$ cat config.mk
export PLATFORM = sky130hd
export DESIGN_NAME = smie_mdu
export DESIGN_NICKNAME = d
export VERILOG_FILES = /design/src/sv/stack_machine_instruction_executor_macros.svh /design/src/sv/smie_mdu.sv
export SDC_FILE = /design/constraint.sdc
export NUM_CORES = 1
export LEC_CHECK = 0
export BUFFER_PORTS_ARGS = -buffer_cell sky130_fd_sc_hd__buf_2
export CORE_AREA = 4 4 163 118
export DETAILED_ROUTE_END_ITERATION = 8
export DIE_AREA = 0 0 167 122
export GPL_TIMING_DRIVEN = 0
export PLACE_DENSITY = 0.89
export RECOVER_POWER = 25
export SKIP_LAST_GASP = 1
export SYNTH_ARGS = -nofsm -noshare
export SYNTH_HDL_FRONTEND = slang
export SYNTH_SLANG_ARGS = --single-unit
$ cat constraint.sdc
create_clock -name clk -period 12.95 [get_ports clk]
set_input_delay 3.2375 -clock clk [delete_from_list [all_inputs] [get_ports clk]]
set_output_delay 3.2375 -clock clk [all_outputs]
set_load 0.02 [all_outputs]
$ cat src/sv/stack_machine_instruction_executor_macros.svh
// assertion macros for the stack machine instruction executor
// used by the top level, which provides clk and rst_n
`ifndef STACK_MACHINE_INSTRUCTION_EXECUTOR_MACROS_SVH
`define STACK_MACHINE_INSTRUCTION_EXECUTOR_MACROS_SVH

// same-cycle implication
`define SMIE_ASSERT_NOW(label, ante, cons, msg) \
    label: assert property (@(posedge clk) disable iff (!rst_n) (ante) |-> (cons)) \
        else $error(msg);

// next-cycle implication
`define SMIE_ASSERT_NEXT(label, ante, cons, msg) \
    label: assert property (@(posedge clk) disable iff (!rst_n) (ante) |=> (cons)) \
        else $error(msg);

`endif

$ cat src/sv/smie_mdu.sv
// iterative multiply and signed divide unit, one bit per cycle
// no dependencies; used by the top level
`default_nettype none

module smie_mdu #(
    parameter int WIDTH = 32
) (
    input  wire logic             clk,
    input  wire logic             rst_n,
    input  wire logic             start,
    input  wire logic             is_div,
    input  wire logic [WIDTH-1:0] lhs,
    input  wire logic [WIDTH-1:0] rhs,
    output logic                  done,
    output logic      [WIDTH-1:0] result
);

    localparam int CW = $clog2(WIDTH + 1);

    logic             busy_reg, busy_next;
    logic             div_reg, div_next;
    logic             neg_reg, neg_next;
    logic [CW-1:0]    cnt_reg, cnt_next;
    logic [WIDTH-1:0] acc_reg, acc_next;
    logic [WIDTH-1:0] opa_reg, opa_next;
    logic [WIDTH-1:0] opb_reg, opb_next;
    logic [WIDTH:0]   rem_sh;
    logic [WIDTH-1:0] lhs_mag, rhs_mag;

    assign lhs_mag = lhs[WIDTH-1] ? (~lhs + 1'b1) : lhs;
    assign rhs_mag = rhs[WIDTH-1] ? (~rhs + 1'b1) : rhs;
    assign rem_sh  = {acc_reg, opa_reg[WIDTH-1]};

    assign done   = busy_reg && (cnt_reg == '0);
    assign result = div_reg ? (neg_reg ? (~opa_reg + 1'b1) : opa_reg) : acc_reg;

    always_comb
    begin
        busy_next = busy_reg;
        div_next  = div_reg;
        neg_next  = neg_reg;
        cnt_next  = cnt_reg;
        acc_next  = acc_reg;
        opa_next  = opa_reg;
        opb_next  = opb_reg;
        if (start)
        begin
            busy_next = 1'b1;
            div_next  = is_div;
            neg_next  = lhs[WIDTH-1] ^ rhs[WIDTH-1];
            cnt_next  = CW'(WIDTH);
            acc_next  = '0;
            // divide: opa is dividend then quotient, opb divisor
            // multiply: opa is multiplier, opb the shifting multiplicand
            opa_next  = is_div ? lhs_mag : rhs;
            opb_next  = is_div ? rhs_mag : lhs;
        end
        else if (done)
        begin
            busy_next = 1'b0;
        end
        else if (busy_reg)
        begin
            cnt_next = cnt_reg - 1'b1;
            if (div_reg)
            begin
                if (rem_sh >= {1'b0, opb_reg})
                begin
                    acc_next = WIDTH'(rem_sh - {1'b0, opb_reg});
                    opa_next = {opa_reg[WIDTH-2:0], 1'b1};
                end
                else
                begin
                    acc_next = WIDTH'(rem_sh);
                    opa_next = {opa_reg[WIDTH-2:0], 1'b0};
                end
            end
            else
            begin
                if (opa_reg[0])
                begin
                    acc_next = acc_reg + opb_reg;
                end
                opa_next = opa_reg >> 1;
                opb_next = opb_reg << 1;
            end
        end
    end

    always_ff @(posedge clk or negedge rst_n)
    begin
        if (!rst_n)
        begin
            busy_reg <= 1'b0;
            cnt_reg  <= '0;
        end
        else
        begin
            busy_reg <= busy_next;
            cnt_reg  <= cnt_next;
        end
    end

    always_ff @(posedge clk)
    begin
        div_reg <= div_next;
        neg_reg <= neg_next;
        acc_reg <= acc_next;
        opa_reg <= opa_next;
        opb_reg <= opb_next;
    end

endmodule

`default_nettype wire

==> impl_metrics.yaml, run 1 <==
worst_setup_path:
  worstSetupStartpointType: "flop"
  path_delay_family: "simple AND/OR/NAND/NOR gates"
  cp.depth: 12
  arrival_ps: 4350
  cp_max_fo: 6
  cp-end-kind: "primary output"
  cp_num_buf_inv: 2
  path_cells: "inv_1 > ha_1 > or3b_1 > or3_1 > or3_1 > or3_1 > or4_4 > or3_4 > o21ai_0 > xor2_1 > a21oi_1 > buf_2"
  startpoint: "opa_reg[0]$_DFFE_PP_"
  worstRegToRegCells: 12
  crit_top_cell: "or3_1"
  slowest_stage: "edfxtp_1"
  r2r-start: "opb_reg[1]$_DFFE_PP_"
  crit_type: "flop to primary output"
  cpPeakStageDelay_ps: 560
  required_ps: 9710
outcome:
  status: "complete, but fails checks"
  violations: "capacitance limit, slew limit"
routing:
  drt_iter0_drc: 1945
  dr.pass1.iters: 7
  avgRoutedWirePerCell_um: 22.0
  viasPerCell: 6.80
  ant_nets: 0
  routed_wl_um: 39500
  drc: 0
  via_count: 12184
logic_synthesis:
  syn_nets: 1578
  syn_area_um2: 11300
  synth_edf_count: 66
  synth_cell_types: 71
  synth_warnings: 0
  async_reset_ff_frac: 0.0667
  ys_ff_latch: 105
  avgSynthCellArea_um2: 7.82
  ys_seq_area_frac: 0.248
  synthFlopType: "edfxtp_1"
  postSynthCellCount: 1441
final_layout:
  layout_commonest_cell: "o21ai_0"
  drive_above_1_share: 0.0944
  stdcell_area_um2: 12400
  num_antenna_cells: 0
  layoutNonFillerInstCount: 1793
  syn_to_final_growth_pct: 9.62
  layout_common_cells: "143 x o21ai_0, 140 x nand2_1, 118 x nor2_1"
  layout.nets: 1689
timing:
  finalSetupTns_ps: 0
  hold_viol: 0
  tightest_slew_ps: 2380
  slew_violations: 33
  fin_skew_ps: 14.2
  rsz0062_at_grt: "no"
  max_clock_freq_mhz: 132
  finalSetupViolCount: 0
  post-route-period-util: 0.586
  relSlewSlack: -0.589
  finalCriticalPeriod_ps: 7590
floorplanning:
  io_pins: 101
  initial_utilization: 0.637
  die_x_um: 167
  core-area_um2: 17700
  die_height_um: 122
  rows: 41
  dieArea_um2: 20400
hold_path:
  hold_class: "flop to flop"
  min_path_cells: 2
  worstHoldStart: "cnt_reg[5]$_DFFE_PN0P_"
clock_tree:
  cts_root_buffer: "clkbuf_16"
  cts_made_buffers: 9
  clockBufferDepth: 2
  hold_buffers: 0
  cts_sinks: 105
  post_cts_buffers: 0
  post_cts_resized: 0
  path_clk_slew_ps: 80
  h-tree-depth: 3
  cts_tree: "yes"
  clock_latency_ps: 370
pwr:
  finalPower_mw: 2.67
  p_seq_frac: 0.244
  max-vdd-ir-drop_v: 0.000150
  switching_share: 0.520
  p_switching_mw: 1.39
  power_leakage_nw: 5.15
  pwr-share-comb: 0.652
  p_per_area_nw_per_um2: 216
  p_clk_frac: 0.105
  internal_power_mw: 1.28
place:
  dp_hpwl_um: 31600
  dp_cells: 1777
  finalWeightedCongestion: 0.980
  place.port_buffers: 100
  place_area_um2: 12100
global_route:
  grt_pass1_wl_um: 60800
  overflow: 0
  antenna_found_initial: 0
  grt_max_degree: 33
  grt_pass1_vias: 11398
  track_usage: 0.377
run:
  maxCapViolCount: 1
-- worst paths after layout --
check                                               to  slack (ps)
worst max-delay path                        result[30]        5360
worst min-delay path            cnt_reg[5]$_DFFE_PN0P_         550
worst max register to register    opa_reg[0]$_DFFE_PP_        8550
worst min register to register  cnt_reg[5]$_DFFE_PN0P_         550
max in group asynchronous       cnt_reg[5]$_DFFE_PN0P_        9950
min in group asynchronous       cnt_reg[4]$_DFFE_PN0P_        2740
-- cells by family (layout without fill, tap and decap cells) --
logic type      Yosys count  in the layout  share of synthesized area
mux                      49             49                     0.0445
buf+inv                 142            258                     0.0494
compound gates          495            495                      0.282
simple gates            437            437                      0.187
flops                   105            105                      0.248
fa+ha+maj                69             69                     0.0779
xor+xnor                144            144                      0.112
-- metrics by stage --
step                      worst slack (ps)  hold slack (ps)   util
after detailed placement              5840              520  0.683
final                                 5360              546  0.698
after global routing                  5150              569  0.698
after global placement                5850              517  0.682
after floorplan                       6150              493      -
after CTS                             5430              542  0.699
-- layout make-up --
class	count	area, um2
buffer	83	335
clock buffer	10	229
clock inverter	6	53.8
fill	1480	5340
inverter	59	221
multi-input combinational	1194	7930
sequential	105	2800
tap	236	295
timing repair buffer	100	495
-- Yosys cell counts, types with 9 or more instances --
library cell / number / share of area
xor2_1: 106 / 0.082
a211oi_1: 22 / 0.015
o31ai_1: 27 / 0.018
buf_1: 14 / 0.0047
or4_1: 9 / 0.0060
nor4_1: 11 / 0.0061
o21ai_0: 143 / 0.063
a31oi_1: 17 / 0.0094
dfxtp_1: 32 / 0.057
mux2_2: 9 / 0.0090
nand3_1: 36 / 0.016
nor3_1: 18 / 0.0080
o21a_1: 13 / 0.0087
o211a_1: 10 / 0.0089
nand2_1: 140 / 0.047
xnor2_1: 38 / 0.030
o211ai_1: 66 / 0.044
a21oi_1: 107 / 0.047
inv_1: 59 / 0.020
clkbuf_1: 65 / 0.022
or3_1: 22 / 0.012
nand2b_1: 16 / 0.0089
nand4_1: 11 / 0.0061
ha_1: 67 / 0.074
nand3b_1: 12 / 0.0080
edfxtp_1: 66 / 0.18
a21o_1: 30 / 0.020
nor2_1: 118 / 0.039
mux2i_1: 40 / 0.036
-- worst register-to-register path: cells and delay by family (launching register included) --
kind	cells	cell delay (ps)
AO/OA/AOI/OAI	5	1410
AND/OR/NAND/NOR	3	1000
buffers and inverters	2	760
flip-flops	1	470
adder cells (fa/ha/maj)	1	410
multiplexers	1	180
-- power by group through the flow --
| stage | clock [mW] | sequential, mW | combinational [mW] |
|---|---|---|---|
| 2_1_floorplan | 0 | 0.583 | 1.27 |
| 3_3_place_gp | 0 | 0.645 | 1.64 |
| 3_5_place_dp | 0 | 0.647 | 1.67 |
| 4_1_cts | 0.272 | 0.640 | 1.68 |
| 5_1_grt | 0.286 | 0.657 | 1.89 |
| 6_report | 0.279 | 0.650 | 1.74 |
-- metal layers --
metal | vias up | GRT usage | routed length [um]
met5 | - | 0 | 0
met4 | 0 | 0.107 | 1190
met3 | 111 | 0.0989 | 5390
met2 | 839 | 0.571 | 16500
met1 | 5683 | 0.534 | 16300
li1 | 5551 | - | -
Note: power is estimated with default switching activity, not from simulation.
==> inputs of run 2 (changes only) <==
--- a/config.mk
+++ b/config.mk
@@ -6,11 +6,11 @@
 export NUM_CORES = 1
 export LEC_CHECK = 0
 export BUFFER_PORTS_ARGS = -buffer_cell sky130_fd_sc_hd__buf_2
-export CORE_AREA = 4 4 163 118
+export CORE_AREA = 4 4 167 120
 export DETAILED_ROUTE_END_ITERATION = 8
-export DIE_AREA = 0 0 167 122
+export DIE_AREA = 0 0 171 124
 export GPL_TIMING_DRIVEN = 0
-export PLACE_DENSITY = 0.89
+export PLACE_DENSITY = 0.86
 export RECOVER_POWER = 25
 export SKIP_LAST_GASP = 1
 export SYNTH_ARGS = -nofsm -noshare
==> constraint.sdc (replaced) <==
create_clock -name clk -period 7 [get_ports clk]
set_input_delay 1.75 -clock clk [delete_from_list [all_inputs] [get_ports clk]]
set_output_delay 1.75 -clock clk [all_outputs]
set_load 0.02 [all_outputs]
==> impl_metrics.yaml, run 2 (same netlist as run 1, synthesis figures left out) <==
floorplanning:
  core-area_um2: 18600
  die_height_um: 124
  dieArea_um2: 21200
  die_x_um: 171
  rows: 42
  io_pins: 101
  initial_utilization: 0.606
timing:
  fin_skew_ps: 11.1
  rsz0062_at_grt: "no"
  finalSetupTns_ps: 0
  tightest_slew_ps: 2400
  fin_ws_ps: 850
  slew_violations: 33
  max_clock_freq_mhz: 163
  relSlewSlack: -0.598
  hold_viol: 0
  hold_ws_ps: 534
  post-route-period-util: 0.879
  finalCriticalPeriod_ps: 6150
  finalSetupViolCount: 0
pwr:
  p_per_area_nw_per_um2: 401
  finalPower_mw: 4.96
  max-vdd-ir-drop_v: 0.000240
  power_leakage_nw: 5.16
global_route:
  grt_max_degree: 33
  track_usage: 0.370
  grt_pass1_vias: 11081
  antenna_found_initial: 0
  overflow: 0
  grt_pass1_wl_um: 60800
final_layout:
  layout.nets: 1689
  syn_to_final_growth_pct: 9.73
  num_antenna_cells: 0
  layout_commonest_cell: "o21ai_0"
  layout_common_cells: "143 x o21ai_0, 140 x nand2_1, 118 x nor2_1"
  drive_above_1_share: 0.0951
  stdcell_area_um2: 12400
worst_setup_path:
  cp_max_fo: 6
  cp-end-kind: "primary output"
  required_ps: 5250
  crit_type: "flop to primary output"
  worstSetupStartpointType: "flop"
  arrival_ps: 4400
clock_tree:
  clockBufferDepth: 2
  post_cts_resized: 0
  h-tree-depth: 3
  post_cts_buffers: 0
  path_clk_slew_ps: 80
  cts_made_buffers: 9
  cts_root_buffer: "clkbuf_16"
  cts_sinks: 105
  cts_tree: "yes"
  hold_buffers: 0
  clock_latency_ps: 360
routing:
  ant_nets: 0
  drc: 0
  drt_iter0_drc: 1783
  avgRoutedWirePerCell_um: 22.5
  dr.pass1.iters: 5
  viasPerCell: 6.79
  via_count: 12215
  routed_wl_um: 40500
place:
  pre_cts_ws_ps: 1310
  place.port_buffers: 100
  finalWeightedCongestion: 1.02
  place_area_um2: 12100
  dp_hpwl_um: 32300
outcome:
  status: "complete, but fails checks"
  violations: "capacitance limit, slew limit"
run:
  maxCapViolCount: 1
hold_path:
  hold_class: "flop to flop"
[run 2: final timing paths]
kind	startpoint	endpoint	slack (ps)	cells past startpoint
worst max-delay path	opa_reg[0]$_DFFE_PP_	result[30]	850	12
worst min-delay path	cnt_reg[5]$_DFFE_PN0P_	cnt_reg[5]$_DFFE_PN0P_	530	2
worst max register to register	opb_reg[1]$_DFFE_PP_	acc_reg[30]$_SDFFE_PP0P_	2570	12
worst min register to register	cnt_reg[5]$_DFFE_PN0P_	cnt_reg[5]$_DFFE_PN0P_	530	2
max in group asynchronous	rst_n	cnt_reg[4]$_DFFE_PN0P_	5440	1
min in group asynchronous	rst_n	cnt_reg[0]$_DFFE_PN0P_	1280	1
[run 2: worst max-delay path: stages, from the launching register on]
cell and delay, ps:
edfxtp_1 570, inv_1 110, ha_1 170, or3b_1 370, or3_1 340, or3_1 420, or3_1 420, or4_4 470
or3_4 420, o21ai_0 220, xor2_1 100, a21oi_1 230, buf_2 210
[run 2: final cells by class]
class | instances | area [um2]
clock buffer | 10 | 239
inverter | 59 | 221
multi-input combinational | 1194 | 7930
sequential | 105 | 2800
timing repair buffer | 100 | 495
fill | 1671 | 6230
buffer | 83 | 335
tap | 242 | 303
clock inverter | 6 | 48.8
[run 2: metal layers]
layer  vias to the layer above  GRT usage  routed length [um]
met3                       116      0.122                5390
met4                         0      0.128                1480
met1                      5721      0.526               17100
met2                       815      0.524               16500
li1                       5563          -                   -
met5                         -    0.00966                   0
[run 2: where the power goes]
part           switching (mW)  total [mW]  internal [mW]
Sequential              0.309        1.21          0.896
Combinational            2.01        3.24           1.23
Clock                   0.260       0.517          0.257
Total                    2.58        4.96           2.38
[run 2: stage by stage]
step / instances / util
4_1_cts: 1799 / 0.665
3_3_place_gp: 1783 / 0.649
6_report: 1799 / 0.665
3_5_place_dp: 1783 / 0.650
2_1_floorplan: 1441 / -
5_1_grt: 1799 / 0.665
==> inputs of run 3 (changes only) <==
--- a/config.mk
+++ b/config.mk
@@ -6,9 +6,9 @@
 export NUM_CORES = 1
 export LEC_CHECK = 0
 export BUFFER_PORTS_ARGS = -buffer_cell sky130_fd_sc_hd__buf_2
-export CORE_AREA = 4 4 167 120
+export CORE_AREA = 4 4 126 158
 export DETAILED_ROUTE_END_ITERATION = 8
-export DIE_AREA = 0 0 171 124
+export DIE_AREA = 0 0 130 162
 export GPL_TIMING_DRIVEN = 0
 export PLACE_DENSITY = 0.86
 export RECOVER_POWER = 25
==> impl_metrics.yaml, run 3 (same netlist as run 1, synthesis figures left out) <==
outcome:
  status: "complete, but fails checks"
  violations: "capacitance limit, slew limit"
worst_setup_path:
  arrival_ps: 4340
  crit_type: "flop to primary output"
  regToRegSetupSlack_ps: 2740
  worstSetupStartpointType: "flop"
  required_ps: 5250
  cp_max_fo: 6
  endpoint: "result[26]"
  r2r-start: "opb_reg[1]$_DFFE_PP_"
  r2r-end: "acc_reg[30]$_SDFFE_PP0P_"
  cp-end-kind: "primary output"
  startpoint: "opa_reg[0]$_DFFE_PP_"
  worstRegToRegCells: 12
final_layout:
  multi_input_area_um2: 7930
  num_antenna_cells: 0
  final_util: 0.671
  seq_area_um2: 2800
  layout_common_cells: "143 x o21ai_0, 140 x nand2_1, 118 x nor2_1"
  syn_to_final_growth_pct: 10.0
  layoutNonFillerInstCount: 1790
  fillers: 1639
  drive_above_1_share: 0.0944
  layout_commonest_cell: "o21ai_0"
  layout.nets: 1690
  stdcell_area_um2: 12400
timing:
  hold_ws_ps: 549
  tightest_slew_ps: 1990
  relSlewSlack: -0.328
  fin_skew_ps: 15.4
  rsz0062_at_grt: "no"
  hold_viol: 0
  max_clock_freq_mhz: 164
  finalSetupTns_ps: 0
  fin_ws_ps: 906
  post-route-period-util: 0.871
  slew_violations: 33
  finalCriticalPeriod_ps: 6090
  finalSetupViolCount: 0
pwr:
  power_leakage_nw: 5.18
  max-vdd-ir-drop_v: 0.000168
  finalPower_mw: 4.96
  p_per_area_nw_per_um2: 400
routing:
  drt_iter0_drc: 1476
  dr.pass1.iters: 8
  drc: 0
  routed_wl_um: 39200
  ant_nets: 0
  avgRoutedWirePerCell_um: 21.9
  viasPerCell: 6.63
  via_count: 11871
floorplanning:
  die_x_um: 130
  rows: 56
  dieArea_um2: 21100
  io_pins: 101
  die_height_um: 162
  initial_utilization: 0.610
  core-area_um2: 18500
clock_tree:
  clock_latency_ps: 360
  post_cts_buffers: 0
  cts_root_buffer: "clkbuf_16"
  post_cts_resized: 0
  cts_made_buffers: 9
  hold_buffers: 0
  h-tree-depth: 3
  cts_tree: "yes"
  clockBufferDepth: 2
  cts_sinks: 105
  path_clk_slew_ps: 80
hold_path:
  min_path_cells: 2
  hold_class: "flop to flop"
global_route:
  grt_pass1_wl_um: 60100
  antenna_found_initial: 1
  overflow: 0
  grt_max_degree: 33
  grt_pass1_vias: 11414
  track_usage: 0.365
place:
  pre_cts_ws_ps: 1290
  dp_cells: 1774
  place.port_buffers: 100
  place_area_um2: 12100
  dp_hpwl_um: 31300
  finalWeightedCongestion: 1.05
run:
  maxCapViolCount: 1
run 3: where the power goes:
part | switching (mW) | internal (mW) | total [mW]
clock | 0.264 | 0.272 | 0.537
combinational | 1.99 | 1.23 | 3.22
sequential | 0.311 | 0.895 | 1.21
total | 2.56 | 2.40 | 4.96
run 3: final cells by class:
type / instances / area share
repair buffers: 101 / 0.0420
well taps: 232 / 0.0234
clock buffers: 10 / 0.0202
clock inverters: 6 / 0.00444
multi-input cells: 1194 / 0.640
flip-flops and latches: 105 / 0.226
plain buffers: 83 / 0.0270
inverters: 59 / 0.0179
run 3: how the worst min path moves through the flow:
| stage | slack, ps | from | to |
|---|---|---|---|
| 6_report | 550 | cnt_reg[5]$_DFFE_PN0P_ | cnt_reg[5]$_DFFE_PN0P_ |
| 5_1_grt | 570 | acc_reg[31]$_SDFFE_PP0P_ | acc_reg[31]$_SDFFE_PP0P_ |
| 4_1_cts | 550 | cnt_reg[5]$_DFFE_PN0P_ | cnt_reg[5]$_DFFE_PN0P_ |
| 3_5_place_dp | 530 | cnt_reg[5]$_DFFE_PN0P_ | cnt_reg[5]$_DFFE_PN0P_ |
| 3_3_place_gp | 520 | cnt_reg[5]$_DFFE_PN0P_ | cnt_reg[5]$_DFFE_PN0P_ |
| 2_1_floorplan | 490 | cnt_reg[5]$_DFFE_PN0P_ | cnt_reg[5]$_DFFE_PN0P_ |
run 3: metal layers:
metal / up-vias / part of all wire / GRT usage
li1: 5560 / - / -
met1: 5445 / 0.38 / 0.455
met2: 722 / 0.47 / 0.601
met3: 142 / 0.096 / 0.0549
met4: 2 / 0.059 / 0.202
met5: - / 0.00031 / 0
run 3: worst max-delay path, cell delays in order (launching register included):
cell	delay (ps)
edfxtp_1	530
inv_1	100
ha_1	170
or3b_1	360
or3_1	340
or3_1	410
or3_1	410
or4_4	470
or3_4	410
o31ai_1	270
xor2_1	120
a21oi_1	200
buf_2	190
